[src/rtl/core/bounded_deque_with_insert_top_defines.svh]
// assertion macros used by the deque datapath
`ifndef BOUNDED_DEQUE_WITH_INSERT_TOP_DEFINES_SVH
`define BOUNDED_DEQUE_WITH_INSERT_TOP_DEFINES_SVH

// same-cycle implication, sampled on clock, off while reset is high
`define BDQ_ASSERT_NOW(label, ante, cons, msg) \
   label: assert property (@(posedge clock) disable iff (reset) (ante) |-> (cons)) \
      else $error(msg);

// next-cycle implication
`define BDQ_ASSERT_NEXT(label, ante, cons, msg) \
   label: assert property (@(posedge clock) disable iff (reset) (ante) |=> (cons)) \
      else $error(msg);

`endif

[src/rtl/core/bdq_pkg.sv]
package bdq_pkg;

   localparam logic [2:0] CMD_PUSH_FRONT = 3'd0;
   localparam logic [2:0] CMD_PUSH_BACK  = 3'd1;
   localparam logic [2:0] CMD_INSERT     = 3'd2;
   localparam logic [2:0] CMD_POP_FRONT  = 3'd3;
   localparam logic [2:0] CMD_POP_BACK   = 3'd4;

   localparam logic [1:0] ST_OK     = 2'd0;
   localparam logic [1:0] ST_FULL   = 2'd1;
   localparam logic [1:0] ST_EMPTY  = 2'd2;
   localparam logic [1:0] ST_BADPOS = 2'd3;

   typedef struct packed {
      logic [2:0]         cmd;
      logic [4:0]         position;
      logic signed [31:0] value_in;
   } req_type;

   typedef struct packed {
      logic [1:0]         status;
      logic signed [31:0] value_out;
      logic [4:0]         count_now;
   } rsp_type;

   typedef enum logic [2:0] {
      CTL_IDLE,
      CTL_EXEC,
      CTL_POP,
      CTL_MOVE_RD,
      CTL_MOVE_WR,
      CTL_INS_WR
   } ctl_state_type;

   typedef enum logic [3:0] {
      DP_NONE,
      DP_REPLY,
      DP_PUSH_FRONT,
      DP_PUSH_BACK,
      DP_POP_READ,
      DP_POP_DONE,
      DP_MOVE_INIT,
      DP_MOVE_RD,
      DP_MOVE_WR,
      DP_INSERT
   } dp_op_type;

   // what the latched word turns into once decoded
   typedef enum logic [2:0] {
      CLS_REPLY,
      CLS_PUSH_FRONT,
      CLS_PUSH_BACK,
      CLS_POP,
      CLS_INSERT
   } cls_type;

   typedef struct packed {
      logic      load;
      dp_op_type op;
   } dp_cmd_type;

   typedef struct packed {
      cls_type cls;
      logic    move_last;
   } dp_stat_type;

endpackage

[src/rtl/core/bdq_ctrl.sv]
module bdq_ctrl
   import bdq_pkg::*;
(
   input  logic        clock,
   input  logic        reset,
   input  logic        start,
   output logic        busy,
   input  dp_stat_type dp_stat,
   output dp_cmd_type  dp_cmd
);

   ctl_state_type state_ff, state_in;

   always_ff @(posedge clock) begin
      if (reset) begin
         state_ff <= CTL_IDLE;
      end else begin
         state_ff <= state_in;
      end
   end

   always_comb begin
      state_in    = state_ff;
      dp_cmd.load = 1'b0;
      dp_cmd.op   = DP_NONE;
      busy        = 1'b1;
      case (state_ff)
         CTL_IDLE: begin
            busy = 1'b0;
            if (start) begin
               dp_cmd.load = 1'b1;
               state_in    = CTL_EXEC;
            end
         end
         CTL_EXEC: begin
            case (dp_stat.cls)
               CLS_PUSH_FRONT: begin
                  dp_cmd.op = DP_PUSH_FRONT;
                  state_in  = CTL_IDLE;
               end
               CLS_PUSH_BACK: begin
                  dp_cmd.op = DP_PUSH_BACK;
                  state_in  = CTL_IDLE;
               end
               CLS_POP: begin
                  dp_cmd.op = DP_POP_READ;
                  state_in  = CTL_POP;
               end
               CLS_INSERT: begin
                  dp_cmd.op = DP_MOVE_INIT;
                  state_in  = CTL_MOVE_RD;
               end
               default: begin
                  dp_cmd.op = DP_REPLY;
                  state_in  = CTL_IDLE;
               end
            endcase
         end
         CTL_POP: begin
            dp_cmd.op = DP_POP_DONE;
            state_in  = CTL_IDLE;
         end
         CTL_MOVE_RD: begin
            dp_cmd.op = DP_MOVE_RD;
            state_in  = CTL_MOVE_WR;
         end
         CTL_MOVE_WR: begin
            dp_cmd.op = DP_MOVE_WR;
            // last word moved once the insert slot has been vacated
            state_in  = dp_stat.move_last ? CTL_INS_WR : CTL_MOVE_RD;
         end
         CTL_INS_WR: begin
            dp_cmd.op = DP_INSERT;
            state_in  = CTL_IDLE;
         end
         default: begin
            state_in = CTL_IDLE;
         end
      endcase
   end

endmodule

[src/rtl/core/bdq_datapath.sv]
`include "bounded_deque_with_insert_top_defines.svh"

module bdq_datapath
   import bdq_pkg::*;
#(
   parameter int DEPTH = 16
)
(
   input  logic        clock,
   input  logic        reset,
   input  req_type     req_data,
   input  dp_cmd_type  dp_cmd,
   output dp_stat_type dp_stat,
   output logic        rsp_valid,
   output rsp_type     rsp_data
);

   localparam int AW = $clog2(DEPTH);
   localparam int CW = $clog2(DEPTH + 1);
   localparam int PW = ((CW > 5) ? CW : 5) + 1;
   localparam logic [CW-1:0] FULL_CNT = CW'(DEPTH);
   localparam logic [AW:0]   DEPTH_W  = (AW + 1)'(DEPTH);
   localparam logic [AW-1:0] LAST_SLOT = AW'(DEPTH - 1);

   // circular store: physical slot = head + logical index, wrapped once
   function automatic logic [AW-1:0] phys(input logic [AW-1:0] head,
                                          input logic [AW-1:0] lg);
      logic [AW:0] s;
      s = {1'b0, head} + {1'b0, lg};
      if (s >= DEPTH_W) begin
         s = s - DEPTH_W;
      end
      return s[AW-1:0];
   endfunction

   logic [31:0]   mem [DEPTH];

   req_type       req_ff;
   logic [AW-1:0] head_ff, head_in;
   logic [CW-1:0] count_ff, count_in;
   logic [AW-1:0] mv_ff, mv_in;
   logic [31:0]   rd_data_ff;
   rsp_type       rsp_ff, rsp_in;
   logic          rsp_valid_ff, rsp_valid_in;

   logic          we, re;
   logic [AW-1:0] waddr, raddr;
   logic [31:0]   wdata;

   logic [1:0]    dec_status;
   logic [4:0]    pos_m1;
   logic [AW-1:0] p0_lg, cnt_lg, cnt_m1_lg, head_dec, head_inc;
   logic          is_full, is_empty, bad_pos, at_end;

   assign pos_m1    = req_ff.position - 5'd1;
   assign p0_lg     = AW'(pos_m1);
   assign cnt_lg    = AW'(count_ff);
   assign cnt_m1_lg = AW'(count_ff - CW'(1));
   assign head_dec  = (head_ff == '0) ? LAST_SLOT : head_ff - AW'(1);
   assign head_inc  = (head_ff == LAST_SLOT) ? '0 : head_ff + AW'(1);
   assign is_full   = (count_ff == FULL_CNT);
   assign is_empty  = (count_ff == '0);
   assign bad_pos   = (req_ff.position == 5'd0)
                      || (PW'(req_ff.position) > PW'(count_ff) + PW'(1));
   assign at_end    = (PW'(pos_m1) == PW'(count_ff));

   always_comb begin
      dec_status        = ST_OK;
      dp_stat.cls       = CLS_REPLY;
      dp_stat.move_last = (PW'(mv_ff) == PW'(pos_m1));
      case (req_ff.cmd)
         CMD_PUSH_FRONT, CMD_PUSH_BACK, CMD_INSERT: begin
            if (is_full) begin
               dec_status = ST_FULL;
            end else if (req_ff.cmd == CMD_PUSH_FRONT) begin
               dp_stat.cls = CLS_PUSH_FRONT;
            end else if (req_ff.cmd == CMD_PUSH_BACK) begin
               dp_stat.cls = CLS_PUSH_BACK;
            end else if (bad_pos) begin
               dec_status = ST_BADPOS;
            end else if (at_end) begin
               // insert just past the last entry is an append
               dp_stat.cls = CLS_PUSH_BACK;
            end else begin
               dp_stat.cls = CLS_INSERT;
            end
         end
         CMD_POP_FRONT, CMD_POP_BACK: begin
            if (is_empty) begin
               dec_status = ST_EMPTY;
            end else begin
               dp_stat.cls = CLS_POP;
            end
         end
         default: begin
            dec_status = ST_OK;
         end
      endcase
   end

   always_comb begin
      head_in          = head_ff;
      count_in         = count_ff;
      mv_in            = mv_ff;
      rsp_valid_in     = 1'b0;
      rsp_in.status    = ST_OK;
      rsp_in.value_out = '0;
      rsp_in.count_now = 5'(count_ff);
      we               = 1'b0;
      waddr            = '0;
      wdata            = req_ff.value_in;
      re               = 1'b0;
      raddr            = '0;
      case (dp_cmd.op)
         DP_REPLY: begin
            rsp_valid_in  = 1'b1;
            rsp_in.status = dec_status;
         end
         DP_PUSH_FRONT: begin
            we               = 1'b1;
            waddr            = head_dec;
            head_in          = head_dec;
            count_in         = count_ff + CW'(1);
            rsp_valid_in     = 1'b1;
            rsp_in.count_now = 5'(count_in);
         end
         DP_PUSH_BACK: begin
            we               = 1'b1;
            waddr            = phys(head_ff, cnt_lg);
            count_in         = count_ff + CW'(1);
            rsp_valid_in     = 1'b1;
            rsp_in.count_now = 5'(count_in);
         end
         DP_POP_READ: begin
            re    = 1'b1;
            raddr = (req_ff.cmd == CMD_POP_FRONT) ? head_ff : phys(head_ff, cnt_m1_lg);
         end
         DP_POP_DONE: begin
            if (req_ff.cmd == CMD_POP_FRONT) begin
               head_in = head_inc;
            end
            count_in         = count_ff - CW'(1);
            rsp_valid_in     = 1'b1;
            rsp_in.value_out = $signed(rd_data_ff);
            rsp_in.count_now = 5'(count_in);
         end
         DP_MOVE_INIT: begin
            mv_in = cnt_m1_lg;
         end
         DP_MOVE_RD: begin
            re    = 1'b1;
            raddr = phys(head_ff, mv_ff);
         end
         DP_MOVE_WR: begin
            we    = 1'b1;
            waddr = phys(head_ff, mv_ff + AW'(1));
            wdata = rd_data_ff;
            mv_in = mv_ff - AW'(1);
         end
         DP_INSERT: begin
            we               = 1'b1;
            waddr            = phys(head_ff, p0_lg);
            count_in         = count_ff + CW'(1);
            rsp_valid_in     = 1'b1;
            rsp_in.count_now = 5'(count_in);
         end
         default: begin
            we = 1'b0;
         end
      endcase
   end

   always_ff @(posedge clock) begin
      if (we) begin
         mem[waddr] <= wdata;
      end
      if (re) begin
         rd_data_ff <= mem[raddr];
      end
   end

   always_ff @(posedge clock) begin
      if (reset) begin
         head_ff      <= '0;
         count_ff     <= '0;
         rsp_valid_ff <= 1'b0;
      end else begin
         head_ff      <= head_in;
         count_ff     <= count_in;
         rsp_valid_ff <= rsp_valid_in;
      end
   end

   always_ff @(posedge clock) begin
      if (dp_cmd.load) begin
         req_ff <= req_data;
      end
      mv_ff  <= mv_in;
      rsp_ff <= rsp_in;
   end

   assign rsp_valid = rsp_valid_ff;
   assign rsp_data  = rsp_ff;

   `BDQ_ASSERT_NOW(a_count_bound, 1'b1, count_ff <= FULL_CNT,
      "entry count above depth")
   `BDQ_ASSERT_NOW(a_no_grow_when_full,
      dp_cmd.op == DP_PUSH_FRONT || dp_cmd.op == DP_PUSH_BACK || dp_cmd.op == DP_INSERT,
      !is_full, "store grown while full")
   `BDQ_ASSERT_NOW(a_no_pop_when_empty,
      dp_cmd.op == DP_POP_READ || dp_cmd.op == DP_POP_DONE,
      !is_empty, "pop issued on empty store")
   `BDQ_ASSERT_NEXT(a_single_strobe, rsp_valid_ff, !rsp_valid_ff,
      "result strobe held for two cycles")

endmodule

[src/rtl/core/bounded_deque_with_insert_top.sv]
// once a word is accepted, push and rejected commands are decoded in the execute state and answered,
// a pop reads then answers, and an insert moves m = count-position+1 >= 1 stored words up, then writes;
// busy is high and no new word is accepted until the command is done;
// the memory moves each stored word with a read, then a write
// reset clears count, head pointer, sequencer and strobe; stored words are not cleared
// the result is a one-cycle strobe: the receiver cannot stall
module bounded_deque_with_insert_top
   import bdq_pkg::*;
#(
   parameter int DEPTH = 16
)
(
   input  logic    clock,
   input  logic    reset,
   input  logic    start,
   output logic    busy,
   input  req_type req_data,
   output logic    rsp_valid,
   output rsp_type rsp_data
);

   dp_cmd_type  dp_cmd;
   dp_stat_type dp_stat;

   bdq_ctrl u_ctrl (
      .clock   (clock),
      .reset   (reset),
      .start   (start),
      .busy    (busy),
      .dp_stat (dp_stat),
      .dp_cmd  (dp_cmd)
   );

   bdq_datapath #(
      .DEPTH (DEPTH)
   ) u_datapath (
      .clock     (clock),
      .reset     (reset),
      .req_data  (req_data),
      .dp_cmd    (dp_cmd),
      .dp_stat   (dp_stat),
      .rsp_valid (rsp_valid),
      .rsp_data  (rsp_data)
   );

endmodule
[config.mk]
export PLATFORM = sky130hd
export DESIGN_NAME = bounded_deque_with_insert_top
export DESIGN_NICKNAME = d
export VERILOG_FILES = /design/src/rtl/core/bdq_pkg.sv /design/src/rtl/core/bdq_ctrl.sv /design/src/rtl/core/bdq_datapath.sv /design/src/rtl/core/bounded_deque_with_insert_top.sv
export VERILOG_INCLUDE_DIRS = /design/src /design/src/rtl/core
export SDC_FILE = /design/constraint.sdc
export NUM_CORES = 1
export LEC_CHECK = 0
export ABC_AREA = 0
export CORE_MARGIN = 2
export CORE_UTILIZATION = 60
export DETAILED_ROUTE_END_ITERATION = 10
export DONT_BUFFER_PORTS = 1
export PLACE_DENSITY = 0.77
export SKIP_CTS_REPAIR_TIMING = 1
export SLEW_MARGIN = 20
export SYNTH_ARGS = -nofsm -noshare
export SYNTH_HDL_FRONTEND = slang
export SYNTH_SLANG_ARGS = --single-unit
[constraint.sdc]
create_clock -name clock -period 12.1 [get_ports clock]
set_input_delay 3.025 -clock clock [delete_from_list [all_inputs] [get_ports clock]]
set_output_delay 3.025 -clock clock [all_outputs]
set_load 0.02 [all_outputs]
# ---- After elaboration in Yosys (flattened, before gate mapping)
# Memories as Yosys holds them, arrays and structs flattened. A register that Yosys moved wholly into a read port is not among the register bits.
# Cells that the tools add are included.
dict set report word_totals {
  register_bits 96
  ram_bits 512
  output_inout_bits 41
  memories 1
}
# name words width read_ports rd_clocked_by_memory_dff write_ports line
set mem_list {}
lappend mem_list {u_datapath.mem 16 32 1 1 1 bdq_datapath.sv:36} ;# logic [31:0] mem [DEPTH];
dict set report classes {
  add_sub_neg 18
  order_cmp 6
  eq_ne 28
  muxes 42
  reduce_logical 15
}
# op n
set op_table {}
lappend op_table {{4-bit two-way mux} 9}
lappend op_table {{32-bit two-way mux} 1}
lappend op_table {{4-bit by 1-bit subtractor with 4-bit output, second input constant} 7}
lappend op_table {{4-bit by 4-bit adder with 5-bit output} 5}
lappend op_table {{5-bit >= comparator, second input constant} 5}
lappend op_table {{3-bit one-hot mux with 4 select lines} 2}
lappend op_table {{4-bit one-hot mux with 2 select lines} 3}
lappend op_table {{3-bit two-way mux} 7}
lappend op_table {{4-bit one-hot mux with 5 select lines} 1}
lappend op_table {{3-bit by 2-bit equality test with 1-bit output, second input constant} 6}
lappend op_table {{4-bit by 3-bit equality test with 1-bit output, second input constant} 4}
lappend op_table {{4-bit one-hot mux with 4 select lines} 1}
lappend op_table {{3-bit equality test, second input constant} 4}
lappend op_table {{4-bit equality test, second input constant} 3}
lappend op_table {{2-bit two-way mux} 6}
lappend op_table {{5-bit logical NOT} 2}
lappend op_table {{5-bit one-hot mux with 2 select lines} 1}
lappend op_table {{5-bit by 1-bit subtractor with 5-bit output, second input constant} 2}
lappend op_table {{3-bit by 1-bit equality test with 1-bit output, second input constant} 3}
lappend op_table {{4-bit by 1-bit adder with 4-bit output, second input constant} 2}
lappend op_table {{4-bit by 2-bit equality test with 1-bit output, second input constant} 2}
lappend op_table {{1-bit two-way mux} 8}
lappend op_table {{2-bit one-hot mux with 2 select lines} 2}
lappend op_table {{5-bit by 1-bit adder with 6-bit output, second input constant} 1}
lappend op_table {{other kinds (18)} 22}

# ---- Longest topological paths before layout
# Gate-level depths: netlist of the first run.
dict set report logic_depth {
  ltp_word 16
  ltp_mapped 21
}

# ---- By module
# Synthesis of the first run repeated with hierarchy kept, for this count alone.
dict set report hier_totals {
  cells_unflattened 1930
  area_unflattened_um2 27045.9
}
# mod n_inst cells_each area_each_um2 seq_area_each_um2
set by_module_without_submodules {}
lappend by_module_without_submodules {bdq_datapath 1 1894 26759.4 18637.9}
lappend by_module_without_submodules {bdq_ctrl 1 36 286.5 60.1}

# ---- Worst setup path before layout of the first run
# OpenSTA, ideal clock, no wires.
dict set report synth_timing {
  kind {register -> register}
  start {reg u_datapath.count_ff[0]}
  end {mem u_datapath.mem[7][0], enable pin}
  arrival_ps 6994
  t_required_ps 11598
  setup_slack_ps 4604
  path_stages_with_launch 22
  synth_period_minus_slack_ps 7496
  cell_sequence {dfxtp_1 > ha_1 > nand3_1 > xor2_1 > ha_1 > nand3_1 > o21bai_1 > a31o_2 > and4_1 > nor2_1 > nand2_1 > o22ai_1 > nor2_1 > a21oi_1 > ha_1 > inv_1 > fa_1 > xnor2_1 > nand2_1 > o22ai_1 > o21ai_1 > nor4_1}
}
dict set report synth_between {
  elab_chain_cells 16
}
# element line
set synth_lines {}
lappend synth_lines {{from (decl)} bdq_datapath.sv:40} ;# logic [CW-1:0] count_ff, count_in;
lappend synth_lines {{from (signal assigned)} bdq_datapath.sv:189} ;# count_ff <= count_in;
lappend synth_lines {{5-bit by 1-bit adder with 6-bit output} bdq_datapath.sv:64} ;# || (PW'(req_ff.position) > PW'(count_ff) + PW'(1));
lappend synth_lines {{5-bit by 6-bit greater-than comparator with 1-bit output} bdq_datapath.sv:64}
lappend synth_lines {{1-bit logical OR} bdq_datapath.sv:64}
lappend synth_lines {{3-bit two-way mux} bdq_datapath.sv:79} ;# end else if (bad_pos) begin
lappend synth_lines {{3-bit two-way mux} bdq_datapath.sv:77} ;# end else if (req_ff.cmd == CMD_PUSH_BACK) begin
lappend synth_lines {{3-bit two-way mux} bdq_datapath.sv:75} ;# end else if (req_ff.cmd == CMD_PUSH_FRONT) begin
lappend synth_lines {{3-bit two-way mux} bdq_datapath.sv:73} ;# if (is_full) begin
lappend synth_lines {{3-bit one-hot mux with 2 select lines} bdq_datapath.sv:71} ;# case (req_ff.cmd)
lappend synth_lines {{3-bit equality test (tied with other cells)} bdq_ctrl.sv:36} ;# case (dp_stat.cls)
lappend synth_lines {{3-bit one-hot mux with 4 select lines} bdq_ctrl.sv:36}
lappend synth_lines {{4-bit one-hot mux with 5 select lines} bdq_ctrl.sv:27} ;# case (state_ff)
lappend synth_lines {{4-bit by 2-bit equality test with 1-bit output or 4-bit equality test (tied branches)} bdq_datapath.sv:114} ;# case (dp_cmd.op)
lappend synth_lines {{4-bit OR reduction (no source line)} -}
lappend synth_lines {{1-bit two-way mux} bdq_datapath.sv:114}
lappend synth_lines {{1-bit two-way mux} bdq_datapath.sv:174} ;# if (we) begin
lappend synth_lines {{1-bit two-way mux (implied by the code)} bdq_datapath.sv:175} ;# mem[waddr] <= wdata;
lappend synth_lines {{to (decl)} bdq_datapath.sv:36}
# Parallel ways exist; a longest one is shown, timed or not.

# ---- Worst setup path after layout of the first run
dict set report layout_timing {
  start {reg u_datapath.count_ff[0]}
  end {mem u_datapath.mem[0][31], enable pin}
}
# The elaborated chain is that of the path after synthesis.

==> results.toml, run 1 <==
[placement]
port_buffers = 0
hpwlAfterDp_mm = 32.8
dp_slack_ns = 5.77
gp_congestion = 0.843

[run_status]
status = "finished, final reports clean"

[worst_setup_path]
cp.arrival_ns = 6.59
worst_ep_required_time_ns = 12.33
crit_path_end_kind = "flip-flop"
max_stage_delay_ns = 1.01
path_buf_inv = 0
critical-path-slowest-cell = "nor2_4"
crit_family = "simple AND/OR/NAND/NOR gates"
start_kind = "flip-flop"
crit_path_max_fanout = 32
crit_path_frequent_cell = "ha_1"
crit_type = "flip-flop to flip-flop"
worstPathCellList = "ha_1 -> nand3_1 -> xor2_1 -> ha_1 -> nand3_1 -> o21bai_1 -> a31o_2 -> and4_1 -> nor2_1 -> nand2_1 -> o22ai_1 -> nor2_1 -> a21oi_1 -> ha_1 -> a22oi_1 -> nand4_1 -> nor2_4"

[synth]
ys_warn_count = 0
netlist_area_um2 = 26200
ys_top_cells_by_area = "edfxtp_1, dfxtp_1, mux2_2"
synth-seq-cells = 640
synth_edf_count = 588
ys_types = 75
synthCells = 1769
synth_top_cell_by_area = "edfxtp_1"
synth_top_area_share_pct = 67.5
synth_flop_cell = "edfxtp_1"
avgSynthCellArea_um2 = 14.8
yosysSeqAreaShare_pct = 71.4
syn-num-nets = 1841
ys_async_sr_fraction_pct = 0

[cells_and_area]
drive_gt1_share_pct = 14.4
utilization_pct = 67.4
syn_to_final_growth_pct = 10.9
nNetsFinal = 1845

[sta]
max_freq_mhz = 157
clock_skew_ns = 0.0360
fin_ws_ns = 5.74
final_max_slew_viol_count = 0
rsz0062_at_grt = "no"
finalSetupViolCount = 0
worst_pin_slew_ns = 1.16
hold_slack_ns = 0.457
final.period_utilization_pct = 52.6
maxSlewHeadroom_pct = 22.7
period_minus_slack_ns = 6.36
final-hold-violation-count = 0
fin_setup_tns_ns = 0

[clocking]
h-tree-depth = 2
clk_pin_slew_ns = 0.06
cts_tree = "yes"
cts_buffers = 60
clock-sinks = 640
clkLatencyLatePin_ns = 0.64
clockRootBuffer = "clkbuf_16"
ctsLongestPathBuffers = 3

[global_route]
grt.met3_usage_pct = 4.79
use_met2_pct = 42.7
busiest_layer = "met2"
grt_pass1_wl_mm = 88.5
grt_pass1_vias = 15200
antenna_found_initial = 0
overflow = 0
grt_max_degree = 76
gr-usage-all-layers_pct = 26.3
use_met1_pct = 35.6

[power]
ir_drop_mv = 0.112
cellLeakagePower_uw = 0.0103
p_per_area_nw_per_um2 = 159

[routing]
drt_pass1_iterations = 6
drt-initial-drc-count = 1805
drtAntennaViolNets = 0
via_per_inst = 6.30
vias = 15200
drc = 0
wl_per_cell_um = 24.5
drt_wl_total_mm = 59.0

[floorplan]
initial_core_util_pct = 60.8
die_height_um = 213
ios = 84
rows = 76
die_x_um = 213
die-area_um2 = 45300
fp.coreArea_um2 = 43100

[worst_hold_path]
hp-class = "flip-flop to flip-flop"

[job]
cap_violations = 0
-- placed cells by master (no fill, tap or decap), drive strengths merged, types with 26 or more instances in the layout --
cell     count
o21ai       32
o22ai       42
buf         38
a21oi       56
edfxtp     588
mux2        87
nor4        32
and3        39
and2        38
nor2        40
ha          26
nand2      240
a211o       26
mux2i       76
nand3       53
dfxtp       52
o2bb2ai     27
clkbuf      88
-- power by group --
group / total, uW / switching, uW / internal [uW] / leakage [uW]
sequential: 2450 / 12.0 / 2430 / 0.00573
clock: 1970 / 803 / 1170 / 0.00104
combinational: 195 / 143 / 51.9 / 0.00354
-- sequential cells by signal, summed over array words and instances, names as in the netlist --
register               cells
u_datapath.mem           512
u_datapath.req_ff         40
u_datapath.rsp_data       39
u_datapath.rd_data_ff     32
u_datapath.count_ff        5
u_datapath.head_ff         4
u_datapath.mv_ff           4
u_ctrl.state_ff            3
u_datapath.rsp_valid       1
-- cell type report --
class / count / area [um2]
fill: 2830 / 14100
tap: 585 / 732
sequential: 640 / 18700
clock buffer: 88 / 1740
timing repair buffer: 38 / 305
inverter: 23 / 86.3
antenna: 1 / 2.50
clock inverter: 26 / 375
multi-input combinational: 1010 / 7080
-- cell usage after synthesis, drive strengths merged, types with 3 or more instances --
| master | n |
|---|---|
| o21ai | 32 |
| nand3 | 53 |
| edfxtp | 588 |
| and2 | 38 |
| fa | 3 |
| o31ai | 4 |
| o2111a | 5 |
| nor2 | 40 |
| a21oi | 56 |
| nand2 | 240 |
| nor4 | 32 |
| nor3 | 16 |
| a31oi | 14 |
| mux2 | 87 |
| a21o | 7 |
| dfxtp | 52 |
| nand4 | 6 |
| a32oi | 7 |
| nand2b | 5 |
| a32o | 7 |
| a22o | 21 |
| o22a | 4 |
| clkbuf | 47 |
| mux2i | 76 |
| xor2 | 13 |
| a211oi | 13 |
| buf | 49 |
| inv | 23 |
| nor2b | 11 |
| xnor2 | 18 |
| and3 | 39 |
| ha | 26 |
| a21boi | 5 |
| o22ai | 42 |
| o2bb2ai | 27 |
| a2bb2oi | 6 |
| a211o | 26 |
-- routing by layer --
metal	up-vias	part of all wire, %
met1	7551	41
met5	-	0
met2	696	48
met3	145	7.8
met4	0	3.3
li1	6791	-
-- kinds of logic (layout without fill, tap and decap cells) --
group,count (synthesis),in the layout,share of synthesized area (%)
DFF,640,640,71.4
and+or+nand+nor,492,492,9.00
AOI/OAI and AO/OA,294,294,8.22
muxes,163,163,6.65
buffers and inverters,119,175,2.09
xor gates and xnor gates,32,32,1.12
adders and majority gates,29,29,1.47
other,0,1,0
-- per-stage QoR --
step | total power [uW] | area (um2) | instances
after floorplan | 2620 | 26200 | 1769
after global placement | 2680 | 26900 | 2295
after detailed placement | 2680 | 26900 | 2296
after CTS | 4630 | 29000 | 2410
after global routing | 4730 | 29000 | 2410
final | 4610 | 29000 | 2411
-- path summary, 6_finish.rpt --
kind              slack (ns)                           endpoint                          startpoint  cells past startpoint
setup / recovery        5.74    u_datapath.mem[0][31]$_DFFE_PP_   u_datapath.count_ff[0]$_SDFF_PP0_                     17
hold / removal          0.46  u_datapath.rsp_data[5]$_SDFF_PN0_  u_datapath.rd_data_ff[0]$_DFFE_PN_                      1
setup reg to reg        5.74    u_datapath.mem[0][31]$_DFFE_PP_   u_datapath.count_ff[0]$_SDFF_PP0_                     17
hold reg to reg         0.46  u_datapath.rsp_data[5]$_SDFF_PN0_  u_datapath.rd_data_ff[0]$_DFFE_PN_                      1
Power figures use the tool's default switching activity.
==> run 2: changes to the inputs <==
==> constraint.sdc (replaced) <==
create_clock -name clock -period 6.3 [get_ports clock]
set_input_delay 1.575 -clock clock [delete_from_list [all_inputs] [get_ports clock]]
set_output_delay 1.575 -clock clock [all_outputs]
set_load 0.02 [all_outputs]
==> run 2 against run 1 <==
Compared with the run above:
- critical path depth rose by 2
- global-route usage rose by 0.16 points
- cell area rose by 0.70%
- clock power rose by 91%
- clock skew fell by 0.025 ns
- non-clock buffer count rose by 12
- critical path type unchanged
- largest cell class unchanged
- largest power group unchanged
==> results.toml, run 2 (same netlist as run 1, synthesis figures left out) <==
[routing]
route.met2.wl_mm = 28.3
via_per_inst = 6.26
wirelength_met1_mm = 24.7
drc = 0
drt_wl_total_mm = 59.1
wl_per_cell_um = 24.4
drt_pass1_iterations = 6
drtAntennaViolNets = 0
highest_layer = "met4"
vias = 15200
route.met3.wl_mm = 4.27
drt-initial-drc-count = 1811

[worst_setup_path]
startpoint = "u_datapath.count_ff[0]$_SDFF_PP0_"
crit_path_end_kind = "flip-flop"
cp.arrival_ns = 6.06
crit_path_max_fanout = 21
r2r-start = "u_datapath.count_ff[0]$_SDFF_PP0_"
crit_type = "flip-flop to flip-flop"
start_kind = "flip-flop"
worst_ep_required_time_ns = 6.63

[cells_and_area]
stdcell_area_um2 = 29200
syn_to_final_growth_pct = 11.6
fill_cells = 2827
diodes = 0
nNetsFinal = 1858
fin_cells = 2422
drive_gt1_share_pct = 14.5
final_common_cell = "edfxtp_1"
most-common-layout-cells = "edfxtp_1, nand2_1, mux2_2"
largest_register_ffs = 512
top_register = "u_datapath.mem"

[global_route]
gr-usage-all-layers_pct = 26.5
grt_max_degree = 164
antenna_found_initial = 0
grt_pass1_wl_mm = 89.1
grt_pass1_vias = 14900
overflow = 0

[clocking]
clkLatencyLatePin_ns = 0.63
cts_buffers = 61
ctsLongestPathBuffers = 3
clock-sinks = 640
clk_pin_slew_ns = 0.06
clockRootBuffer = "clkbuf_16"
cts_tree = "yes"
h-tree-depth = 2

[power]
ir_drop_mv = 0.221
p_per_area_nw_per_um2 = 302
cellLeakagePower_uw = 0.0104

[floorplan]
die_height_um = 213
die-area_um2 = 45300
ios = 84
rows = 76
initial_core_util_pct = 60.8
fp.coreArea_um2 = 43100
die_x_um = 213

[job]
cap_violations = 0

[worst_hold_path]
hp-class = "flip-flop to flip-flop"
holdCritStartpoint = "u_datapath.rd_data_ff[10]$_DFFE_PN_"

[placement]
gp_congestion = 0.886
postPlaceCellArea_um2 = 27100
dp.cells = 2307
port_buffers = 0
hpwlAfterDp_mm = 33.6

[sta]
clock_skew_ns = 0.0114
rsz0062_at_grt = "no"
hold_slack_ns = 0.471
period_minus_slack_ns = 5.74
final.period_utilization_pct = 91.1
worst_pin_slew_ns = 1.13
final-hold-violation-count = 0
finalSetupViolCount = 0
max_freq_mhz = 174
maxSlewHeadroom_pct = 24.4
final_max_slew_viol_count = 0

[run_status]
status = "finished, final reports clean"
## run 2: changes by cell type in the layout (fill, tap and decap cells not counted), sizes merged
cell and change:
clkinv +8, bufinv +1, clkbuf -9, diode -1
buf +12
## run 2: final cells by class
cell class,instances,area [um2],area share (%)
clock buffers,79,1650,5.63
clock inverters,35,410,1.40
inverters,23,86.3,0.295
multi-input cells,1010,7100,24.3
flip-flops and latches,640,18700,64.0
well taps,585,732,2.51
repair buffers,50,546,1.87
## run 2: routing by layer
| metal | up-vias | track usage [%] |
|---|---|---|
| li1 | 6822 | - |
| met1 | 7515 | 37.4 |
| met2 | 699 | 42.3 |
| met3 | 126 | 3.59 |
| met4 | 0 | 10.3 |
| met5 | - | 0 |
## run 2: path summary, 6_finish.rpt
check	endpoint	slack, ns	cells past startpoint
worst min-delay path	u_datapath.rsp_data[15]$_SDFF_PN0_	0.47	1
worst min register to register	u_datapath.rsp_data[15]$_SDFF_PN0_	0.47	1
worst max register to register	u_datapath.mem[0][11]$_DFFE_PP_	0.56	19
worst max-delay path	u_datapath.mem[0][11]$_DFFE_PP_	0.56	19
## run 2: through the flow
stage | total power (uW) | setup TNS [ns] | setup WS [ns] | utilization [%]
global placement | 5150 | 0 | 0.807 | 63.0
CTS | 8880 | 0 | 0.591 | 67.8
floorplan | 5040 | -161.81 | -1.11 | -
global route | 9060 | 0 | 0.0949 | 67.8
detailed placement | 5160 | 0 | 0.651 | 63.0
finish | 8830 | 0 | 0.561 | 67.8
## run 2: worst max-delay path: stages, from the launching register on
cell	delay [ns]
dfxtp_1	0.39
inv_1	0.17
ha_1	0.30
nor3b_2	0.50
a21boi_1	0.15
o41a_1	0.45
a21o_4	0.23
nand2b_1	0.27
o21ai_0	0.21
nor2_1	0.06
a21oi_1	0.19
ha_1	0.26
a21o_1	0.17
a21oi_1	0.17
xnor2_1	0.10
xnor2_1	0.31
a21o_1	0.13
nand4_1	0.44
nor2_4	0.64
buf_12	0.27
## run 2: power by group
group	internal [uW]	switching (uW)	total, uW	leakage (uW)
logic	102	274	376	0.00366
registers	4670	22.4	4700	0.00573
clock network	2210	1550	3760	0.00100
